`config.mk`:
```
export PLATFORM = sky130hd
export DESIGN_NAME = modbus_frame_hex_encoder
export DESIGN_NICKNAME = d
export VERILOG_FILES = /design/src/rtl/core/mfhe_pkg.sv /design/src/rtl/core/mfhe_in_buf.sv /design/src/rtl/core/mfhe_char_gen.sv /design/src/rtl/core/mfhe_out_reg.sv /design/src/rtl/core/modbus_frame_hex_encoder.sv
export SDC_FILE = /design/constraint.sdc
export NUM_CORES = 1
export LEC_CHECK = 0
export ABC_CLOCK_PERIOD_IN_PS = 4600
export BUFFER_PORTS_ARGS = -buffer_cell sky130_fd_sc_hd__buf_2
export CORE_MARGIN = 2
export CORE_UTILIZATION = 55
export DETAILED_ROUTE_END_ITERATION = 16
export GPL_TIMING_DRIVEN = 0
export HOLD_SLACK_MARGIN = 0.06
export PLACE_DENSITY = 0.75
export SYNTH_ARGS = -nofsm -noshare
export SYNTH_HDL_FRONTEND = slang
export SYNTH_HIERARCHICAL = 1
export SYNTH_SLANG_ARGS = --single-unit
```
`constraint.sdc`:
```
create_clock -name clk -period 4.6 [get_ports clk]
set_input_delay 0.92 -clock clk [delete_from_list [all_inputs] [get_ports clk]]
set_output_delay 0.92 -clock clk [all_outputs]
set_load 0.1 [all_outputs]
```
`src/rtl/core/mfhe_pkg.sv`:
```
// mfhe_pkg: shared types, constants and helper functions for the modbus frame hex encoder
// no dependencies; imported by every module of the block except mfhe_checker

package mfhe_pkg;

    localparam int unsigned PREFIX_LEN    = 11;
    localparam int unsigned CHARS_BIT     = 33;
    localparam int unsigned CHARS_REG     = 35;
    localparam int unsigned FRAME_LEN_BIT = 8;
    localparam int unsigned FRAME_LEN_REG = 9;
    localparam int unsigned IDX_W         = 6;
    localparam int unsigned BYTE_IDX_W    = 4;

    localparam logic [15:0] CRC_INIT = 16'hFFFF;
    localparam logic [15:0] CRC_POLY = 16'hA001;
    localparam logic [7:0]  FN_BIT   = 8'h45;
    localparam logic [7:0]  FN_REG   = 8'h46;
    localparam logic [7:0]  ASCII_CR = 8'h0D;
    localparam logic [7:0]  ASCII_LF = 8'h0A;

    typedef struct packed {
        logic [15:0] value;
        logic [15:0] address;
        logic        mode;
    } item_t;

    typedef struct packed {
        logic       last;
        logic [7:0] char_out;
    } char_t;

    // one byte of crc-16/modbus, bit by bit, lsb first
    function automatic logic [15:0] crc16_byte(input logic [15:0] crc_in,
                                               input logic [7:0]  data);
        logic [15:0] c;
        c = crc_in ^ {8'h00, data};
        for (int b = 0; b < 8; b++)
        begin
            if (c[0])
                c = (c >> 1) ^ CRC_POLY;
            else
                c = c >> 1;
        end
        return c;
    endfunction

    function automatic logic [7:0] hex_char(input logic [3:0] nib);
        logic [7:0] ch;
        if (nib < 4'd10)
            ch = 8'h30 + {4'h0, nib};
        else
            ch = 8'h37 + {4'h0, nib};
        return ch;
    endfunction

    // "AT+NMGS=1" then mode digit then comma
    function automatic logic [7:0] prefix_char(input logic [3:0] i, input logic mode);
        logic [7:0] ch;
        case (i)
            4'd0:    ch = 8'h41;
            4'd1:    ch = 8'h54;
            4'd2:    ch = 8'h2B;
            4'd3:    ch = 8'h4E;
            4'd4:    ch = 8'h4D;
            4'd5:    ch = 8'h47;
            4'd6:    ch = 8'h53;
            4'd7:    ch = 8'h3D;
            4'd8:    ch = 8'h31;
            4'd9:    ch = mode ? 8'h31 : 8'h30;
            default: ch = 8'h2C;
        endcase
        return ch;
    endfunction

endpackage

```
`src/rtl/core/mfhe_in_buf.sv`:
```
// mfhe_in_buf: one-deep holding register for incoming requests
// depends on mfhe_pkg

module mfhe_in_buf
    import mfhe_pkg::*;
(
    input  logic  clk,
    input  logic  rst_n,
    input  logic  in_valid,
    output logic  in_ready,
    input  item_t in_item,
    output logic  buf_valid,
    input  logic  buf_take,
    output item_t buf_item
);

    logic  full_reg;
    logic  full_next;
    item_t item_reg;

    assign in_ready  = !full_reg;
    assign buf_valid = full_reg;
    assign buf_item  = item_reg;

    always_comb
    begin
        full_next = full_reg;
        if (buf_take)
            full_next = 1'b0;
        if (in_valid && !full_reg)
            full_next = 1'b1;
    end

    always_ff @(posedge clk or negedge rst_n)
    begin
        if (!rst_n)
            full_reg <= 1'b0;
        else
            full_reg <= full_next;
    end

    always_ff @(posedge clk)
    begin
        if (in_valid && !full_reg)
            item_reg <= in_item;
    end

endmodule

```
`src/rtl/core/mfhe_char_gen.sv`:
```
// mfhe_char_gen: character sequencer with running crc, one character per cycle while ch_ready is high
// depends on mfhe_pkg

module mfhe_char_gen
    import mfhe_pkg::*;
(
    input  logic  clk,
    input  logic  rst_n,
    input  logic  buf_valid,
    output logic  buf_take,
    input  item_t buf_item,
    output logic  ch_valid,
    input  logic  ch_ready,
    output char_t ch
);

    logic                  active_reg;
    logic                  active_next;
    logic [IDX_W-1:0]      idx_reg;
    logic [IDX_W-1:0]      idx_next;
    logic [15:0]           crc_reg;
    logic [15:0]           crc_next;
    item_t                 item_reg;

    logic [IDX_W-1:0]      n_chars;
    logic [IDX_W-1:0]      pos;
    logic [BYTE_IDX_W-1:0] bi;
    logic [BYTE_IDX_W-1:0] flen;
    logic [7:0]            frame_byte;
    logic [7:0]            cur_byte;
    logic                  in_prefix;
    logic                  is_last;
    logic                  fire;

    function automatic logic [7:0] body_byte(input item_t it, input logic [BYTE_IDX_W-1:0] k);
        logic [7:0] b;
        case (k)
            4'd0:    b = 8'h01;
            4'd1:    b = it.mode ? FN_REG : FN_BIT;
            4'd2:    b = it.address[15:8];
            4'd3:    b = it.address[7:0];
            4'd4:    b = 8'h00;
            4'd5:    b = 8'h01;
            4'd6:    b = it.mode ? 8'h02 : 8'h01;
            4'd7:    b = it.mode ? it.value[15:8] : it.value[7:0];
            default: b = it.value[7:0];
        endcase
        return b;
    endfunction

    assign n_chars   = item_reg.mode ? IDX_W'(CHARS_REG) : IDX_W'(CHARS_BIT);
    assign flen      = item_reg.mode ? BYTE_IDX_W'(FRAME_LEN_REG) : BYTE_IDX_W'(FRAME_LEN_BIT);
    assign pos       = idx_reg - IDX_W'(PREFIX_LEN);
    assign bi        = pos[BYTE_IDX_W:1];
    assign in_prefix = idx_reg < IDX_W'(PREFIX_LEN);
    assign is_last   = idx_reg == n_chars - IDX_W'(1);
    assign frame_byte = body_byte(item_reg, bi);

    always_comb
    begin
        if (bi == flen)
            cur_byte = crc_reg[7:0];
        else if (bi == flen + BYTE_IDX_W'(1))
            cur_byte = crc_reg[15:8];
        else
            cur_byte = frame_byte;
    end

    always_comb
    begin
        ch.last = is_last;
        if (in_prefix)
            ch.char_out = prefix_char(idx_reg[3:0], item_reg.mode);
        else if (is_last)
            ch.char_out = ASCII_LF;
        else if (idx_reg == n_chars - IDX_W'(2))
            ch.char_out = ASCII_CR;
        else if (pos[0])
            ch.char_out = hex_char(cur_byte[3:0]);
        else
            ch.char_out = hex_char(cur_byte[7:4]);
    end

    assign ch_valid = active_reg;
    assign fire     = active_reg && ch_ready;
    assign buf_take = buf_valid && (!active_reg || (fire && is_last));

    always_comb
    begin
        active_next = active_reg;
        idx_next    = idx_reg;
        crc_next    = crc_reg;
        if (fire)
        begin
            idx_next = idx_reg + IDX_W'(1);
            if (!in_prefix && pos[0] && bi < flen)
                crc_next = crc16_byte(crc_reg, frame_byte);
            if (is_last)
                active_next = 1'b0;
        end
        if (buf_take)
        begin
            active_next = 1'b1;
            idx_next    = '0;
            crc_next    = CRC_INIT;
        end
    end

    always_ff @(posedge clk or negedge rst_n)
    begin
        if (!rst_n)
        begin
            active_reg <= 1'b0;
            idx_reg    <= '0;
        end
        else
        begin
            active_reg <= active_next;
            idx_reg    <= idx_next;
        end
    end

    always_ff @(posedge clk)
    begin
        crc_reg <= crc_next;
        if (buf_take)
            item_reg <= buf_item;
    end

endmodule

```
`src/rtl/core/mfhe_out_reg.sv`:
```
// mfhe_out_reg: registered output stage of the character stream
// depends on mfhe_pkg

module mfhe_out_reg
    import mfhe_pkg::*;
(
    input  logic  clk,
    input  logic  rst_n,
    input  logic  ch_valid,
    output logic  ch_ready,
    input  char_t ch,
    output logic  out_valid,
    input  logic  out_ready,
    output char_t out_ch
);

    logic  valid_reg;
    logic  valid_next;
    char_t ch_reg;

    assign ch_ready  = !valid_reg || out_ready;
    assign out_valid = valid_reg;
    assign out_ch    = ch_reg;

    always_comb
    begin
        valid_next = valid_reg;
        if (ch_ready)
            valid_next = ch_valid;
    end

    always_ff @(posedge clk or negedge rst_n)
    begin
        if (!rst_n)
            valid_reg <= 1'b0;
        else
            valid_reg <= valid_next;
    end

    always_ff @(posedge clk)
    begin
        if (ch_ready && ch_valid)
            ch_reg <= ch;
    end

endmodule

```
`src/rtl/core/modbus_frame_hex_encoder.sv`:
```
// modbus_frame_hex_encoder: builds a modbus-style frame with crc-16 and streams it as an
// ascii AT command line; depends on mfhe_pkg, mfhe_in_buf, mfhe_char_gen, mfhe_out_reg
//
//   channel   dir  handshake          payload
//   s_axis    in   s_tvalid/s_tready  s_tdata: mode, address, value
//   m_axis    out  m_tvalid/m_tready  m_tdata: char_out; m_tlast: last
//
// one character per cycle: 33 characters per bit-mode line, 35 per register-mode line,
// set by the character sequencer, which sends one word each cycle unless m_tready stalls it
// a one-deep input buffer takes the next request while the current line is streaming
// the crc advances one frame byte per two characters in the sequencer
// reset clears all valid flags; m_tready low holds the output word and stalls the sequencer

module modbus_frame_hex_encoder
    import mfhe_pkg::*;
(
    input  logic        clk,
    input  logic        rst_n,
    input  logic        s_tvalid,
    output logic        s_tready,
    input  logic [39:0] s_tdata,   // mode, address, value, zero fill
    output logic        m_tvalid,
    input  logic        m_tready,
    output logic [7:0]  m_tdata,   // char_out
    output logic        m_tlast
);

    item_t in_item;
    item_t buf_item;
    char_t gen_ch;
    char_t out_ch;
    logic  buf_valid;
    logic  buf_take;
    logic  gen_valid;
    logic  gen_ready;

    assign in_item.mode    = s_tdata[0];
    assign in_item.address = s_tdata[16:1];
    assign in_item.value   = s_tdata[32:17];

    mfhe_in_buf u_in_buf (
        .clk       (clk),
        .rst_n     (rst_n),
        .in_valid  (s_tvalid),
        .in_ready  (s_tready),
        .in_item   (in_item),
        .buf_valid (buf_valid),
        .buf_take  (buf_take),
        .buf_item  (buf_item)
    );

    mfhe_char_gen u_char_gen (
        .clk       (clk),
        .rst_n     (rst_n),
        .buf_valid (buf_valid),
        .buf_take  (buf_take),
        .buf_item  (buf_item),
        .ch_valid  (gen_valid),
        .ch_ready  (gen_ready),
        .ch        (gen_ch)
    );

    mfhe_out_reg u_out_reg (
        .clk       (clk),
        .rst_n     (rst_n),
        .ch_valid  (gen_valid),
        .ch_ready  (gen_ready),
        .ch        (gen_ch),
        .out_valid (m_tvalid),
        .out_ready (m_tready),
        .out_ch    (out_ch)
    );

    assign m_tdata = out_ch.char_out;
    assign m_tlast = out_ch.last;

endmodule

```
==> results.yml <==
final_layout:
  finalNetCount: 588
  final_area_um2: 5930
  drive_above_1_share_pct: 20.5
  syn_to_final_growth_pct: 13.0
  antenna_cells: 0
grt:
  grt_pass1_wl_mm: 18.4
  grt_pass1_vias: 3644
  antenna_found_initial: 0
  grt_max_degree: 39
  grt_overflow: 0
  grtUsageTotal_pct: 23.2
logic_synthesis:
  async_flop_share_pct: 9.00
  yosysWarnings: 6
  yosysTopAreaCell: "edfxtp_1"
  synth_area_um2: 5250
  synth_area_per_cell_um2: 11.0
  synth_top_area_share_pct: 42.9
  yosysSeqAreaShare_pct: 53.3
  synthFlopType: "edfxtp_1"
  synth.area.top_cells: "edfxtp_1 43%, dfxtp_1 6.1%, dfrtp_1 4.3%"
  synth.net_count: 530
  synth_common_cells: "75 x edfxtp_1, 48 x nand2_1, 28 x o21ai_0"
  yosysMostFrequentCell: "edfxtp_1"
  postSynthCellCount: 479
  ys_ff_latch: 100
  synth_cell_type_count: 85
  synth_edf_count: 75
clock_network:
  clock_path_buffers: 2
  tritoncts: "built"
  worstSkewPairLatency_ns: 0.37
  clock_sinks: 100
  postCtsSetupRepairBufs: 0
  cts_root_buf: "clkbuf_8"
  path_clk_slew_ns: 0.11
  numCtsBuffers: 9
  cts_hold_buf: 0
  htree_levels: 3
timing:
  skew_ns: 0.0177
  min_period_ns: 4.27
  hold_viol: 0
  setup_viol: 0
  max_freq_mhz: 234
  worstMarginPinSlew_ns: 0.854
  maxSlewViolCount: 0
  grt_setup_unrepaired: "no"
  fin_crit_sh_pct: 92.8
  hold_ws_ns: 0.379
  relSlewSlack_pct: 42.9
  tns_ns: 0
setup_path:
  cp.required_ns: 4.86
  critPathLaunchType: "flop"
  cp.arrival_ns: 4.53
  regToRegEndpoint: "u_char_gen/crc_reg[0]$_SDFFE_PP1P_"
  endpoint: "u_char_gen/crc_reg[0]$_SDFFE_PP1P_"
  worstSetupEndpointType: "flop"
  path_max_fanout: 16
  timing.rr.start: "u_char_gen/idx_reg[0]$_DFFE_PN0P_"
  path_class: "flop to flop"
  rrSetupSlack_ns: 0.33
  crit_path_start: "u_char_gen/idx_reg[0]$_DFFE_PN0P_"
  r2r_cells: 16
status:
  status: "completed"
placement:
  place_hpwl_mm: 8.13
  place_congestion: 0.938
  dpl_cell_area_um2: 5660
  port_buffers: 47
routing:
  vias_per_cell: 5.89
  drtPass1Iterations: 5
  wirelength_mm: 11.2
  antenna_left: 0
  drt-wirelength-per-cell_um: 16.8
  drtIter0Drc: 263
  drc: 0
  dr_total_vias: 3953
floorplan:
  io_pins: 55
  die_area_um2: 10400
  num_rows: 35
  die_width_um: 102
  die_h_um: 102
  coreArea_um2: 9240
  initial_core_util_pct: 56.9
worst_hold_path:
  min_path_type: "primary input to async pin"
run:
  max_cap_viol_count: 0
[how the worst min path moves through the flow]
stage | startpoint | to | slack [ns] | depth (start not counted)
final | rst_n | u_char_gen/idx_reg[5]$_DFFE_PN0P_ | 0.38 | 1
after global routing | rst_n | u_char_gen/idx_reg[4]$_DFFE_PN0P_ | 0.37 | 1
after CTS | rst_n | u_in_buf/buf_valid$_DFFE_PN0P_ | 0.38 | 1
after detailed placement | u_in_buf/buf_item[0]$_DFFE_PP_ | u_char_gen/item_reg[0]$_DFFE_PP_ | 0.40 | 0
after global placement | u_in_buf/buf_item[9]$_DFFE_PP_ | u_char_gen/item_reg[9]$_DFFE_PP_ | 0.40 | 0
after floorplan | u_in_buf/buf_item[0]$_DFFE_PP_ | u_char_gen/item_reg[0]$_DFFE_PP_ | 0.40 | 0
[worst max-delay path: stages (launching register included)]
cell and delay, ns:
dfrtp_1 0.41, clkbuf_4 0.26, buf_2 0.25, inv_1 0.13
ha_1 0.29, buf_2 0.20, buf_2 0.28, clkbuf_4 0.30
mux2i_1 0.23, nor2_1 0.06, a41oi_1 0.29, nand2_1 0.14
xor2_1 0.33, xor3_2 0.36, xnor3_1 0.39, xor2_1 0.16
o21ai_1 0.07
[layer usage]
metal,GRT usage [%],share of wire (%),up-vias
met2,38.6,48,160
met4,7.17,2.1,0
met3,4.07,4.8,26
li1,-,-,1910
met1,31.3,45,1857
met5,0,0,-
[cell usage in the layout, fill, tap and decap left out, types with 7 or more instances in the layout]
| cell | instances |
|---|---|
| clkbuf_8 | 9 |
| dfrtp_1 | 9 |
| clkbuf_1 | 11 |
| inv_1 | 9 |
| ha_1 | 7 |
| o21ai_1 | 7 |
| mux2i_1 | 16 |
| dfxtp_1 | 16 |
| nor3_1 | 9 |
| nand2_1 | 48 |
| edfxtp_1 | 75 |
| nand2b_1 | 11 |
| nand3_1 | 12 |
| xor2_1 | 11 |
| xnor2_1 | 15 |
| o211ai_1 | 14 |
| o21ai_0 | 28 |
| nor2_1 | 27 |
| a21oi_1 | 16 |
| buf_2 | 55 |
[stage by stage]
step	utilization, %	std cells	setup slack [ns]
floorplan	-	479	0.722
global placement	61.2	655	-0.209
detailed placement	61.2	655	-0.294
CTS	63.5	671	0.0153
global route	64.2	671	0.0630
finish	64.2	671	0.330
[final cells by class]
type | instances | area (µm²)
fill | 749 | 3310
sequential | 100 | 2800
multi-input combinational | 333 | 2300
timing repair buffer | 48 | 263
buffer | 32 | 166
tap | 129 | 161
clock buffer | 9 | 124
clock inverter | 7 | 68.8
inverter | 13 | 48.8
[logic make-up (layout without fill, tap and decap cells)]
group	after synthesis	in the layout	synth area share, %
AO/OA/AOI/OAI	131	131	17.3
XOR/XNOR	31	31	6.03
adder cells (fa/ha/maj)	7	7	1.67
flip-flops	100	100	53.3
other	1	1	0.0714
AND/OR/NAND/NOR	145	145	14.1
multiplexers	18	18	3.48
buffers and inverters	46	109	4.05
[timing repair]
item / in CTS / in global routing
pin swaps: 0 / 0
resized for setup: 3 / 10
gates cloned: 0 / 0
endpoints found under the setup margin: 9 / 15
Power is not shown: default switching activity piles up to over one toggle a cycle in this logic, so the estimate is an artifact.
